===== src/design/pid_controller_clamped_core_assert.svh =====
// Assertion macros shared by the controller RTL.
`ifndef PID_CONTROLLER_CLAMPED_CORE_ASSERT_SVH
`define PID_CONTROLLER_CLAMPED_CORE_ASSERT_SVH

// Same-cycle implication, disabled while reset is asserted.
`define PIDC_ASSERT_NOW(label, clk, rst_n, ante, cons) \
    label: assert property (@(posedge clk) disable iff (!(rst_n)) (ante) |-> (cons)) \
        else $error("pidc assertion failed");

// Next-cycle implication, disabled while reset is asserted.
`define PIDC_ASSERT_NEXT(label, clk, rst_n, ante, cons) \
    label: assert property (@(posedge clk) disable iff (!(rst_n)) (ante) |=> (cons)) \
        else $error("pidc assertion failed");

`endif


===== src/design/pidc_pkg.sv =====
`timescale 1ns / 1ps
`default_nettype none

package pidc_pkg;

    localparam logic [1:0] ACT_ERROR = 2'd0;
    localparam logic [1:0] ACT_TRACK = 2'd1;
    localparam logic [1:0] ACT_CLEAR = 2'd2;

    localparam logic [2:0] REG_PROP_GAIN     = 3'd0;
    localparam logic [2:0] REG_INTEG_GAIN    = 3'd1;
    localparam logic [2:0] REG_DERIV_GAIN    = 3'd2;
    localparam logic [2:0] REG_OUTPUT_LOW    = 3'd3;
    localparam logic [2:0] REG_OUTPUT_HIGH   = 3'd4;
    localparam logic [2:0] REG_INTEGRAL_LOW  = 3'd5;
    localparam logic [2:0] REG_INTEGRAL_HIGH = 3'd6;
    localparam logic [2:0] REG_STEP_PERIOD   = 3'd7;

    localparam logic signed [31:0] RST_PROP_GAIN = 32'sh0001_0000;
    localparam logic signed [31:0] RST_ZERO      = 32'sh0000_0000;
    localparam logic signed [31:0] RST_LOW       = 32'sh8000_0000;
    localparam logic signed [31:0] RST_HIGH      = 32'sh7FFF_FFFF;
    localparam logic [31:0]        RST_PERIOD    = 32'd4294967;

    localparam int DIV_STEPS = 47;
    localparam int DERIV_W   = 48;

    localparam logic signed [DERIV_W-1:0] DERIV_MAX = 48'sh7FFF_FFFF_FFFF;
    localparam logic signed [DERIV_W-1:0] DERIV_MIN = 48'sh8000_0000_0000;

    typedef struct packed {
        logic                      done;
        logic signed [DERIV_W-1:0] deriv;
    } t_div_res;

endpackage

`default_nettype wire


===== src/design/pid_controller_clamped_core.sv =====
`timescale 1ns / 1ps
`default_nettype none

// Channel   Direction  Handshake                Payload
// in        input      i_in_valid/o_in_ready    i_action, i_target_or_error, i_feedback
// out       output     o_out_valid/i_out_ready  o_control_output
// cfg       input      i_cfg_we                 i_cfg_index, i_cfg_wdata
//
// A run transfer waits on the 47-step restoring divider, which finishes at once when the
// derivative is zero or saturates; its result turns valid in S_FIN once the output is free.
// One shared 33x33 multiplier handles all products.
// Clear transfers and the unused action leave the controller idle and give no result.
// Reset is synchronous and restores the registers and the controller state.
// A finished result waits, with the input not ready, while a previous one stalls.

module pid_controller_clamped_core (
    input  wire logic               i_clk,
    input  wire logic               i_rst_n,
    input  wire logic               i_in_valid,
    output logic                    o_in_ready,
    input  wire logic [1:0]         i_action,
    input  wire logic signed [31:0] i_target_or_error,
    input  wire logic signed [31:0] i_feedback,
    output logic                    o_out_valid,
    input  wire logic               i_out_ready,
    output logic signed [31:0]      o_control_output,
    input  wire logic               i_cfg_we,
    input  wire logic [2:0]         i_cfg_index,
    input  wire logic [31:0]        i_cfg_wdata
);

    `include "pid_controller_clamped_core_assert.svh"

    typedef enum logic [3:0] {
        S_IDLE, S_ERR, S_MPER, S_MKP, S_MKI, S_ADDKI, S_WAITD, S_MKDL, S_ADDDL, S_FIN
    } t_state;

    t_state                r_state, n_state;
    logic                  r_out_valid, n_out_valid;
    logic signed [31:0]    r_out, n_out;
    logic signed [31:0]    r_integ, n_integ;
    logic signed [31:0]    r_prev, n_prev;
    logic signed [31:0]    r_err, n_err;
    logic signed [31:0]    r_tgt, n_tgt;
    logic signed [31:0]    r_fb, n_fb;
    logic [1:0]            r_act, n_act;
    logic signed [65:0]    r_acc, n_acc;
    logic signed [31:0]    r_kp, r_ki, r_kd;
    logic signed [31:0]    r_olo, r_ohi, r_ilo, r_ihi;
    logic [31:0]           r_period;

    logic signed [32:0]    s_ma, s_mb;
    logic signed [65:0]    w_prod;
    logic                  s_div_start;
    logic signed [32:0]    s_diff;
    pidc_pkg::t_div_res    w_div;
    logic signed [32:0]    s_trk;
    logic signed [33:0]    s_isum;
    logic signed [31:0]    s_sat;
    logic                  s_in_xfer;

    pidc_mul u_mul (
        .i_clk (i_clk),
        .i_a   (s_ma),
        .i_b   (s_mb),
        .o_p   (w_prod)
    );

    pidc_div u_div (
        .i_clk    (i_clk),
        .i_rst_n  (i_rst_n),
        .i_start  (s_div_start),
        .i_diff   (s_diff),
        .i_period (r_period),
        .o_res    (w_div)
    );

    assign o_in_ready       = (r_state == S_IDLE);
    assign s_in_xfer        = i_in_valid && o_in_ready;
    assign o_out_valid      = r_out_valid;
    assign o_control_output = r_out;
    assign s_diff           = {r_err[31], r_err} - {r_prev[31], r_prev};

    always_comb begin
        n_state     = r_state;
        n_out_valid = r_out_valid;
        n_out       = r_out;
        n_integ     = r_integ;
        n_prev      = r_prev;
        n_err       = r_err;
        n_tgt       = r_tgt;
        n_fb        = r_fb;
        n_act       = r_act;
        n_acc       = r_acc;
        s_ma        = '0;
        s_mb        = '0;
        s_div_start = 1'b0;
        s_trk       = {r_tgt[31], r_tgt} - {r_fb[31], r_fb};
        s_isum      = {{2{r_integ[31]}}, r_integ} + w_prod[65:32];
        if (r_acc > 66'sd2147483647) begin
            s_sat = 32'sh7FFF_FFFF;
        end else if (r_acc < -66'sd2147483648) begin
            s_sat = 32'sh8000_0000;
        end else begin
            s_sat = r_acc[31:0];
        end
        if (o_out_valid && i_out_ready) begin
            n_out_valid = 1'b0;
        end
        unique case (r_state)
            S_IDLE: begin
                if (s_in_xfer) begin
                    n_tgt = i_target_or_error;
                    n_fb  = i_feedback;
                    n_act = i_action;
                    if (i_action == pidc_pkg::ACT_CLEAR) begin
                        n_integ = '0;
                        n_prev  = '0;
                    end else if ((i_action == pidc_pkg::ACT_ERROR) ||
                                 (i_action == pidc_pkg::ACT_TRACK)) begin
                        n_state = S_ERR;
                    end
                end
            end
            S_ERR: begin
                if (r_act == pidc_pkg::ACT_TRACK) begin
                    if (s_trk[32] != s_trk[31]) begin
                        n_err = s_trk[32] ? 32'sh8000_0000 : 32'sh7FFF_FFFF;
                    end else begin
                        n_err = s_trk[31:0];
                    end
                end else begin
                    n_err = r_tgt;
                end
                n_state = S_MPER;
            end
            S_MPER: begin
                s_ma        = {r_err[31], r_err};
                s_mb        = {1'b0, r_period};
                s_div_start = 1'b1;
                n_state     = S_MKP;
            end
            S_MKP: begin
                s_ma = {r_kp[31], r_kp};
                s_mb = {r_err[31], r_err};
                if (s_isum > $signed({{2{r_ihi[31]}}, r_ihi})) begin
                    n_integ = r_ihi;
                end else if (s_isum < $signed({{2{r_ilo[31]}}, r_ilo})) begin
                    n_integ = r_ilo;
                end else begin
                    n_integ = s_isum[31:0];
                end
                n_state = S_MKI;
            end
            S_MKI: begin
                s_ma    = {r_ki[31], r_ki};
                s_mb    = {r_integ[31], r_integ};
                n_acc   = w_prod >>> 16;
                n_state = S_ADDKI;
            end
            S_ADDKI: begin
                n_acc   = r_acc + (w_prod >>> 16);
                n_state = S_WAITD;
            end
            S_WAITD: begin
                s_ma = {r_kd[31], r_kd};
                s_mb = {w_div.deriv[47], w_div.deriv[47:16]};
                if (w_div.done) begin
                    n_state = S_MKDL;
                end
            end
            S_MKDL: begin
                s_ma    = {r_kd[31], r_kd};
                s_mb    = {17'd0, w_div.deriv[15:0]};
                n_acc   = r_acc + w_prod;
                n_state = S_ADDDL;
            end
            S_ADDDL: begin
                n_acc   = r_acc + (w_prod >>> 16);
                n_state = S_FIN;
            end
            S_FIN: begin
                if (!r_out_valid || i_out_ready) begin
                    if (s_sat > r_ohi) begin
                        n_out = r_ohi;
                    end else if (s_sat < r_olo) begin
                        n_out = r_olo;
                    end else begin
                        n_out = s_sat;
                    end
                    n_out_valid = 1'b1;
                    n_prev      = r_err;
                    n_state     = S_IDLE;
                end
            end
            default: n_state = S_IDLE;
        endcase
    end

    always_ff @(posedge i_clk) begin
        if (!i_rst_n) begin
            r_state     <= S_IDLE;
            r_out_valid <= 1'b0;
            r_integ     <= '0;
            r_prev      <= '0;
            r_kp        <= pidc_pkg::RST_PROP_GAIN;
            r_ki        <= pidc_pkg::RST_ZERO;
            r_kd        <= pidc_pkg::RST_ZERO;
            r_olo       <= pidc_pkg::RST_LOW;
            r_ohi       <= pidc_pkg::RST_HIGH;
            r_ilo       <= pidc_pkg::RST_LOW;
            r_ihi       <= pidc_pkg::RST_HIGH;
            r_period    <= pidc_pkg::RST_PERIOD;
        end else begin
            r_state     <= n_state;
            r_out_valid <= n_out_valid;
            r_integ     <= n_integ;
            r_prev      <= n_prev;
            if (i_cfg_we) begin
                unique case (i_cfg_index)
                    pidc_pkg::REG_PROP_GAIN:     r_kp     <= i_cfg_wdata;
                    pidc_pkg::REG_INTEG_GAIN:    r_ki     <= i_cfg_wdata;
                    pidc_pkg::REG_DERIV_GAIN:    r_kd     <= i_cfg_wdata;
                    pidc_pkg::REG_OUTPUT_LOW:    r_olo    <= i_cfg_wdata;
                    pidc_pkg::REG_OUTPUT_HIGH:   r_ohi    <= i_cfg_wdata;
                    pidc_pkg::REG_INTEGRAL_LOW:  r_ilo    <= i_cfg_wdata;
                    pidc_pkg::REG_INTEGRAL_HIGH: r_ihi    <= i_cfg_wdata;
                    pidc_pkg::REG_STEP_PERIOD:   r_period <= i_cfg_wdata;
                    default: ;
                endcase
            end
        end
        r_out <= n_out;
        r_err <= n_err;
        r_tgt <= n_tgt;
        r_fb  <= n_fb;
        r_act <= n_act;
        r_acc <= n_acc;
    end

    `PIDC_ASSERT_NEXT(a_clear_zeroes, i_clk, i_rst_n,
        s_in_xfer && (i_action == pidc_pkg::ACT_CLEAR), (r_integ == 0) && (r_prev == 0))
    `PIDC_ASSERT_NOW(a_div_done_before_use, i_clk, i_rst_n,
        (r_state == S_MKDL) || (r_state == S_ADDDL), w_div.done)
    `PIDC_ASSERT_NEXT(a_fin_waits_on_stall, i_clk, i_rst_n,
        (r_state == S_FIN) && r_out_valid && !i_out_ready, r_state == S_FIN)
    `PIDC_ASSERT_NEXT(a_out_held, i_clk, i_rst_n,
        o_out_valid && !i_out_ready, o_out_valid && $stable(o_control_output))

endmodule

`default_nettype wire


===== src/design/pidc_mul.sv =====
`timescale 1ns / 1ps
`default_nettype none

module pidc_mul (
    input  wire logic               i_clk,
    input  wire logic signed [32:0] i_a,
    input  wire logic signed [32:0] i_b,
    output logic signed [65:0]      o_p
);

    logic signed [65:0] r_p;

    always_ff @(posedge i_clk) begin
        r_p <= i_a * i_b;
    end

    assign o_p = r_p;

endmodule

`default_nettype wire


===== src/design/pidc_div.sv =====
`timescale 1ns / 1ps
`default_nettype none

module pidc_div (
    input  wire logic               i_clk,
    input  wire logic               i_rst_n,
    input  wire logic               i_start,
    input  wire logic signed [32:0] i_diff,
    input  wire logic [31:0]        i_period,
    output pidc_pkg::t_div_res      o_res
);

    localparam int CNT_W = $clog2(pidc_pkg::DIV_STEPS);
    localparam int WRK_W = pidc_pkg::DIV_STEPS;

    typedef enum logic {D_IDLE, D_RUN} t_dstate;

    t_dstate                           r_state, n_state;
    logic                              r_done, n_done;
    logic                              r_neg, n_neg;
    logic [31:0]                       r_rem, n_rem;
    logic [WRK_W-1:0]                  r_work, n_work;
    logic [CNT_W-1:0]                  r_cnt, n_cnt;
    logic signed [pidc_pkg::DERIV_W-1:0] r_deriv, n_deriv;

    logic signed [32:0] s_mag33;
    logic [31:0]        s_mag;
    logic [32:0]        s_trial;
    logic               s_ge;

    always_comb begin
        n_state = r_state;
        n_done  = r_done;
        n_neg   = r_neg;
        n_rem   = r_rem;
        n_work  = r_work;
        n_cnt   = r_cnt;
        n_deriv = r_deriv;
        s_mag33 = i_diff[32] ? -i_diff : i_diff;
        s_mag   = s_mag33[31:0];
        s_trial = {r_rem, r_work[WRK_W-1]};
        s_ge    = s_trial >= {1'b0, i_period};
        unique case (r_state)
            D_IDLE: begin
                if (i_start) begin
                    n_neg = i_diff[32];
                    if (s_mag == 32'd0) begin
                        n_deriv = '0;
                        n_done  = 1'b1;
                    end else if ((i_period == 32'd0) ||
                                 ({15'd0, s_mag} >= {i_period, 15'd0})) begin
                        n_deriv = i_diff[32] ? pidc_pkg::DERIV_MIN : pidc_pkg::DERIV_MAX;
                        n_done  = 1'b1;
                    end else begin
                        n_rem   = {15'd0, s_mag[31:15]};
                        n_work  = {s_mag[14:0], 32'd0};
                        n_cnt   = '0;
                        n_done  = 1'b0;
                        n_state = D_RUN;
                    end
                end
            end
            D_RUN: begin
                n_rem  = s_ge ? 32'(s_trial - {1'b0, i_period}) : s_trial[31:0];
                n_work = {r_work[WRK_W-2:0], s_ge};
                n_cnt  = r_cnt + 1'b1;
                if (r_cnt == CNT_W'(pidc_pkg::DIV_STEPS - 1)) begin
                    n_deriv = r_neg ? -$signed({1'b0, n_work}) : $signed({1'b0, n_work});
                    n_done  = 1'b1;
                    n_state = D_IDLE;
                end
            end
            default: n_state = D_IDLE;
        endcase
    end

    always_ff @(posedge i_clk) begin
        if (!i_rst_n) begin
            r_state <= D_IDLE;
            r_done  <= 1'b0;
        end else begin
            r_state <= n_state;
            r_done  <= n_done;
        end
        r_neg   <= n_neg;
        r_rem   <= n_rem;
        r_work  <= n_work;
        r_cnt   <= n_cnt;
        r_deriv <= n_deriv;
    end

    assign o_res = {r_done, r_deriv};

endmodule

`default_nettype wire

===== config.mk =====
export PLATFORM = sky130hd
export DESIGN_NAME = pid_controller_clamped_core
export DESIGN_NICKNAME = d
export VERILOG_FILES = /design/src/design/pidc_pkg.sv /design/src/design/pid_controller_clamped_core.sv /design/src/design/pidc_mul.sv /design/src/design/pidc_div.sv
export VERILOG_INCLUDE_DIRS = /design/src /design/src/design
export SDC_FILE = /design/constraint.sdc
export NUM_CORES = 2
export LEC_CHECK = 0
export CAP_MARGIN = 40
export CORE_ASPECT_RATIO = 0.5
export CORE_MARGIN = 2
export CORE_UTILIZATION = 55
export CTS_BUF_LIST = sky130_fd_sc_hd__clkbuf_4 sky130_fd_sc_hd__clkbuf_8
export DETAILED_ROUTE_END_ITERATION = 8
export DONT_BUFFER_PORTS = 1
export GPL_TIMING_DRIVEN = 0
export HOLD_SLACK_MARGIN = 0.03
export PLACE_DENSITY = 0.72
export RECOVER_POWER = 100
export SYNTH_ARGS = -nofsm -noshare
export SYNTH_HDL_FRONTEND = slang
export SYNTH_HIERARCHICAL = 1
export SYNTH_SLANG_ARGS = --single-unit

===== constraint.sdc =====
create_clock -name i_clk -period 14.4 [get_ports i_clk]
set_input_delay 0 -clock i_clk [delete_from_list [all_inputs] [get_ports i_clk]]
set_output_delay 0 -clock i_clk [all_outputs]
set_load 0.005 [all_outputs]

# Yosys cells after proc, flatten, opt, wreduce, memory -nomap -nowiden
# Cells that the tools add are included.
totals:
  wordCells: 168
  output_inout_bits: 34
  reg_bits: 723
classes:
  bitwise_logic: 1
  mul: 1
  n_reduce_logical: 33
  n_lt_le_gt_ge: 8
  n_addsub: 9
  mux: 58
  n_eq_ne: 32
op_table:
  columns: ["cell", "n"]
  rows:
  - ["two-way mux 32 bit", 17]
  - ["two-way mux 48 bit", 6]
  - ["one-hot mux 66 bit (3 select lines)", 1]
  - ["one-hot mux 32 bit (2 select lines)", 3]
  - ["one-hot mux 33 bit (5 select lines)", 1]
  - ["two-way mux 47 bit", 3]
  - ["one-hot mux 33 bit (4 select lines)", 1]
  - ["one-hot mux 48 bit (2 select lines)", 1]
  - ["one-hot mux 47 bit (2 select lines)", 1]
  - ["adder 66 x 50 -> 66 bit", 1]
  - ["adder 66 bit", 1]
  - ["greater-than comparator 66 x 32 -> 1 bit (second input constant)", 1]
  - ["less-than comparator 66 x 32 -> 1 bit (second input constant)", 1]
  - ["multiplier 33 x 33 -> 66 bit", 1]
  - ["subtractor 32 x 32 -> 33 bit", 2]
  - ["logical NOT 32 bit", 2]
  - ["negation 47 -> 48 bit", 1]
  - [">= comparator 32 x 47 -> 1 bit", 1]
  - ["one-hot mux 4 bit (10 select lines)", 1]
  - ["adder 34 bit", 1]
  - ["greater-than comparator 34 x 32 -> 1 bit", 1]
  - ["less-than comparator 34 x 32 -> 1 bit", 1]
  - [">= comparator 33 x 32 -> 1 bit", 1]
  - ["greater-than comparator 32 bit", 1]
  - ["37 further kinds", 91]

# Logic depth before layout (Yosys ltp)
logic_depth:
  ltp_word: 9
  mapped_depth: 37
  mapped_depth_nobuf: 32

# Modules after synthesis
# The synthesis kept the hierarchy.
by_module_without_submodules:
  columns: ["mod", "instances", "cells_per_inst", "area_each_um2"]
  rows:
  - ["pidc_mul", 1, 4285, 40279.9]
  - ["pid_controller_clamped_core", 1, 4134, 34473.1]
  - ["pidc_div", 1, 1094, 10176.0]

# Worst setup path after synthesis
# OpenSTA, ideal clock, no wires.
synth_timing:
  path_type: "register to register"
  startpoint: "register r_err[0]"
  endpoint: "register u_div.r_cnt[0], enable pin"
  t_arrival_ns: 11.404
  synth_period_minus_slack_ns: 12.049
  path_stages_with_launch: 27
  slack_ns: 2.351
  setup_ns: 0.646
  path_buffers: 1
  cell_sequence: "edfxtp_1 > inv_1 > ha_1 > fa_1 > nor2b_1 > o31a_1 > o41a_1 > o311a_1 > o21ai_0 > nand2b_1 > a21oi_1 > xnor2_1 > or4_4 > or4_1 > buf_2 > or3_4 > o41ai_1 > xnor2_1 > ha_1 > a21o_1 > a21oi_1 > o21ai_0 > nor3_1 > nand2_1 > a41oi_1 > o21ai_1 > o21ai_0"
synth_via:
  elab_chain_cells: 7
  word_cells_on_any_way: 9
synth_lines:
  columns: ["item", "line", "source"]
  rows:
  - ["from (decl)", "pid_controller_clamped_core.sv:43", "logic signed [31:0] r_err, n_err;"]
  - ["from (signal assigned)", "pid_controller_clamped_core.sv:234", "r_err <= n_err;"]
  - ["subtractor 32 x 32 -> 33 bit (*)", "pid_controller_clamped_core.sv:82", "assign s_diff = {r_err[31], r_err} - {r_prev[31], r_prev};"]
  - ["net s_diff[16]", "pid_controller_clamped_core.sv:55", "logic signed [32:0] s_diff;"]
  - ["negation 32 bit", "pidc_div.sv:39", "s_mag33 = i_diff[32] ? -i_diff : i_diff;"]
  - ["two-way mux 32 bit (*)", "pidc_div.sv:39", null]
  - [">= comparator 32 x 47 -> 1 bit", "pidc_div.sv:51", "({15'd0, s_mag} >= {i_period, 15'd0})) begin"]
  - ["logical OR 1 bit", "pidc_div.sv:50", "end else if ((i_period == 32'd0) ||"]
  - ["inequality test 2 bit (no source line)", null, null]
  - ["AND reduction 3 bit (no source line) (*)", null, null]
  - ["to (signal assigned)", "pidc_div.sv:88", "r_cnt <= n_cnt;"]
  - ["to (decl)", "pidc_div.sv:23", "logic [CNT_W-1:0] r_cnt, n_cnt;"]
# The timed path passes the listed nets; every way through them passes the cells marked *.
# A chain may end at the register's enable or synchronous reset.

==> flow_metrics.env <==
export IMPL_status="finished, violations left"
export IMPL_violations="max-capacitance violations, max-slew violations"
export IMPL_use_met1=0.581
export IMPL_power_uw=11000
export IMPL_cp_required_ps=15130
export IMPL_p_leak_uw=0.0429
export IMPL_fin_ws_ps=1530
export IMPL_power_density_nw_per_um2=118
export IMPL_clock_skew_ps=105
export IMPL_drive_gt1_frac=0.0397
export IMPL_worstPathArrival_ps=13600
export IMPL_wl_per_cell_um=28.0
export IMPL_finalCriticalPeriod_ps=12870
export IMPL_fin_crit_sh=0.894
export IMPL_grt_usage=0.427
export IMPL_netlist_area_um2=84900
export IMPL_final_util=0.609
export IMPL_setup_viol=0
export IMPL_cap_violations=6
export IMPL_endpoint="u_mul/o_p[58]"
export IMPL_worst_hold_slack_ps=122
export IMPL_cts_sinks=723
export IMPL_ys_warnings_count=6
export IMPL_cp_slowest_cell="o31ai_1"
export IMPL_worstReg2RegEnd="u_mul/o_p[58]"
export IMPL_drtIter0Drc=9631
export IMPL_worstMarginPinSlew_ps=3720
export IMPL_portBuffers=0
export IMPL_gp_congestion=1.08
export IMPL_slew_limit_headroom=-1.48
export IMPL_critPathLaunch="r_state[0]"
export IMPL_dieArea_um2=158000
export IMPL_path_clk_slew_ps=80
export IMPL_via_per_inst=6.13
export IMPL_cts_tree="yes"
export IMPL_synth_top_area_share=0.271
export IMPL_rsz0062_at_grt="false"
export IMPL_synthFlopType="dfxtp_1"
export IMPL_syn_nets=11300
export IMPL_peakVddDrop_mv=0.115
export IMPL_cts_buffers=109
export IMPL_finish_net_count=11700
export IMPL_clock_root_buffer="clkbuf_8"
export IMPL_layout_commonest_cell="nand2_1"
export IMPL_crit_type="flop to flop"
export IMPL_ff2ff_path_depth=32
export IMPL_ios=140
export IMPL_crit_fanout=10
export IMPL_synthArstFlopShare=0
export IMPL_grt_pass1_vias=71600
export IMPL_seq_area_frac_synth=0.209
export IMPL_gr_total_overflow=0
export IMPL_antenna_found_initial=50
export IMPL_dp_hpwl_um=275000
export IMPL_drc=0
export IMPL_hold_path_class="primary input to flop"
export IMPL_postSynthCellCount=9513
export IMPL_cp_end_kind="flop"
export IMPL_grtUsageMet2=0.598
export IMPL_synth_area_leaders="fa_1 27%, edfxtp_1 12%, dfxtp_1 9.3%"
export IMPL_crit_path_start_kind="flop"
export IMPL_clock_latency_ps=860
export IMPL_die_w_um=560
export IMPL_path_common_cell="fa_1"
export IMPL_synth_edf_count=330
export IMPL_r2r_slack_ps=1530
export IMPL_layout_common_cells="1549 x nand2_1, 1434 x inv_1, 1149 x fa_1"
export IMPL_htreeDepth=3
export IMPL_grt_busiest_layer="met2"
export IMPL_pre_cts_slack_ps=2480
export IMPL_cts_setup_buffers=0
export IMPL_grt_util_met3=0.162
export IMPL_ys_ff_latch=723
export IMPL_max_stage_delay_ps=1020
export IMPL_initial_utilization=0.557
export IMPL_fp_row_count=101
export IMPL_fp_dieH_um=282
export IMPL_dr_pass1_iters=7
export IMPL_fin_tns_setup_ps=0
export IMPL_clockBufferDepth=3
export IMPL_clock_fmax_ghz=0.0777
export IMPL_ant_nets=0
export IMPL_reg2reg_from="r_state[0]"
export IMPL_dr_total_vias=74200
export IMPL_syn_avg_cell_area_um2=8.93
export IMPL_grt_pass1_wl_um=486000
export IMPL_core_area_um2=153000
export IMPL_slew_violations=202
export IMPL_synth_cell_types=101
export IMPL_totalWireLength_um=338000
export IMPL_yosysTopAreaCell="fa_1"
export IMPL_grt_start_max_net_pins=57
export IMPL_hold_violations=0
export IMPL_area_growth_pct=9.43
==> cell usage after synthesis, types with 90 or more instances <==
| library cell | number |
|---|---|
| nand2_1 | 1549 |
| inv_1 | 1434 |
| fa_1 | 1150 |
| and2_1 | 611 |
| ha_1 | 563 |
| clkbuf_1 | 460 |
| dfxtp_1 | 393 |
| edfxtp_1 | 330 |
| a21oi_1 | 314 |
| o21ai_0 | 295 |
| nor2_1 | 264 |
| a21boi_0 | 199 |
| a21o_1 | 166 |
| a22oi_1 | 164 |
| xnor2_1 | 164 |
| xor2_1 | 137 |
| nand3_1 | 98 |
| o211ai_1 | 92 |
| mux2i_1 | 90 |
==> timing repair <==
action / CTS / global route
hold endpoints to repair: 423 / 0
resized for setup: 0 / 0
hold buffers: 180 / 0
==> logic make-up (layout without fill, tap and decap cells) <==
logic type	count (synthesis)	after routing	synth area share
other	0	26	0
xor gates and xnor gates	301	301	0.0310
AOI/OAI and AO/OA	1706	1706	0.137
adders and majority gates	1714	1714	0.354
buffers and inverters	1955	2455	0.0878
and+or+nand+nor	3004	3004	0.167
muxes	110	110	0.0133
DFF	723	723	0.209
==> through the flow <==
stage               std cells  area (um^2)
finish                  12100        92900
global route            12100        92900
CTS                     12100        93400
detailed placement      11700        89100
global placement        11600        87500
floorplan                9513        84900
==> worst max-delay path: cells and delay by family (launching register included) <==
kind,cells,cell delay (ps)
XOR/XNOR,1,180
AND/OR/NAND/NOR,6,2100
buffers and inverters,9,2580
adder cells (fa/ha/maj),9,4410
AO/OA/AOI/OAI,7,3140
flip-flops,1,330
==> worst min-delay path by stage <==
stage | from | end | slack [ps] | depth (start not counted)
6_report | i_rst_n | u_div/r_state | 120 | 4
5_1_grt | i_rst_n | u_div/r_state | 70 | 4
4_1_cts | i_rst_n | u_div/r_state | 60 | 4
3_5_place_dp | i_feedback[14] | r_fb[14] | 100 | 0
3_3_place_gp | i_target_or_error[27] | r_tgt[27] | 100 | 0
2_1_floorplan | i_action[0] | r_act[0] | 100 | 0
==> final cells by class <==
class | instances | area, um^2
Multi-Input combinational cell | 6835 | 59500
Fill cell | 13500 | 59600
Tap cell | 2060 | 2580
Clock buffer | 166 | 2050
Inverter | 1434 | 5380
Buffer | 521 | 2000
Antenna cell | 26 | 65.1
Clock inverter | 40 | 479
Sequential cell | 723 | 17800
Timing Repair Buffer | 294 | 3150
==> layer usage <==
metal  routed length, um  part of all wire
met4               18900             0.056
met5                 333           0.00098
met3               51800              0.15
met1              132000              0.39
met2              135000              0.40
==> flip-flops by register name, summed over array words and instances, names as in the netlist, 47 cells and up <==
signal and count:
r_acc 66, u_div/r_deriv 48, u_div/r_work 47, u_mul/o_p 66
==> where the power goes <==
group	internal (uW)	leakage (uW)	switching, uW
combinational	1950	0.0353	3850
sequential	2610	0.00625	520
clock	1050	0.00132	969
Power figures use the tool's default switching activity.
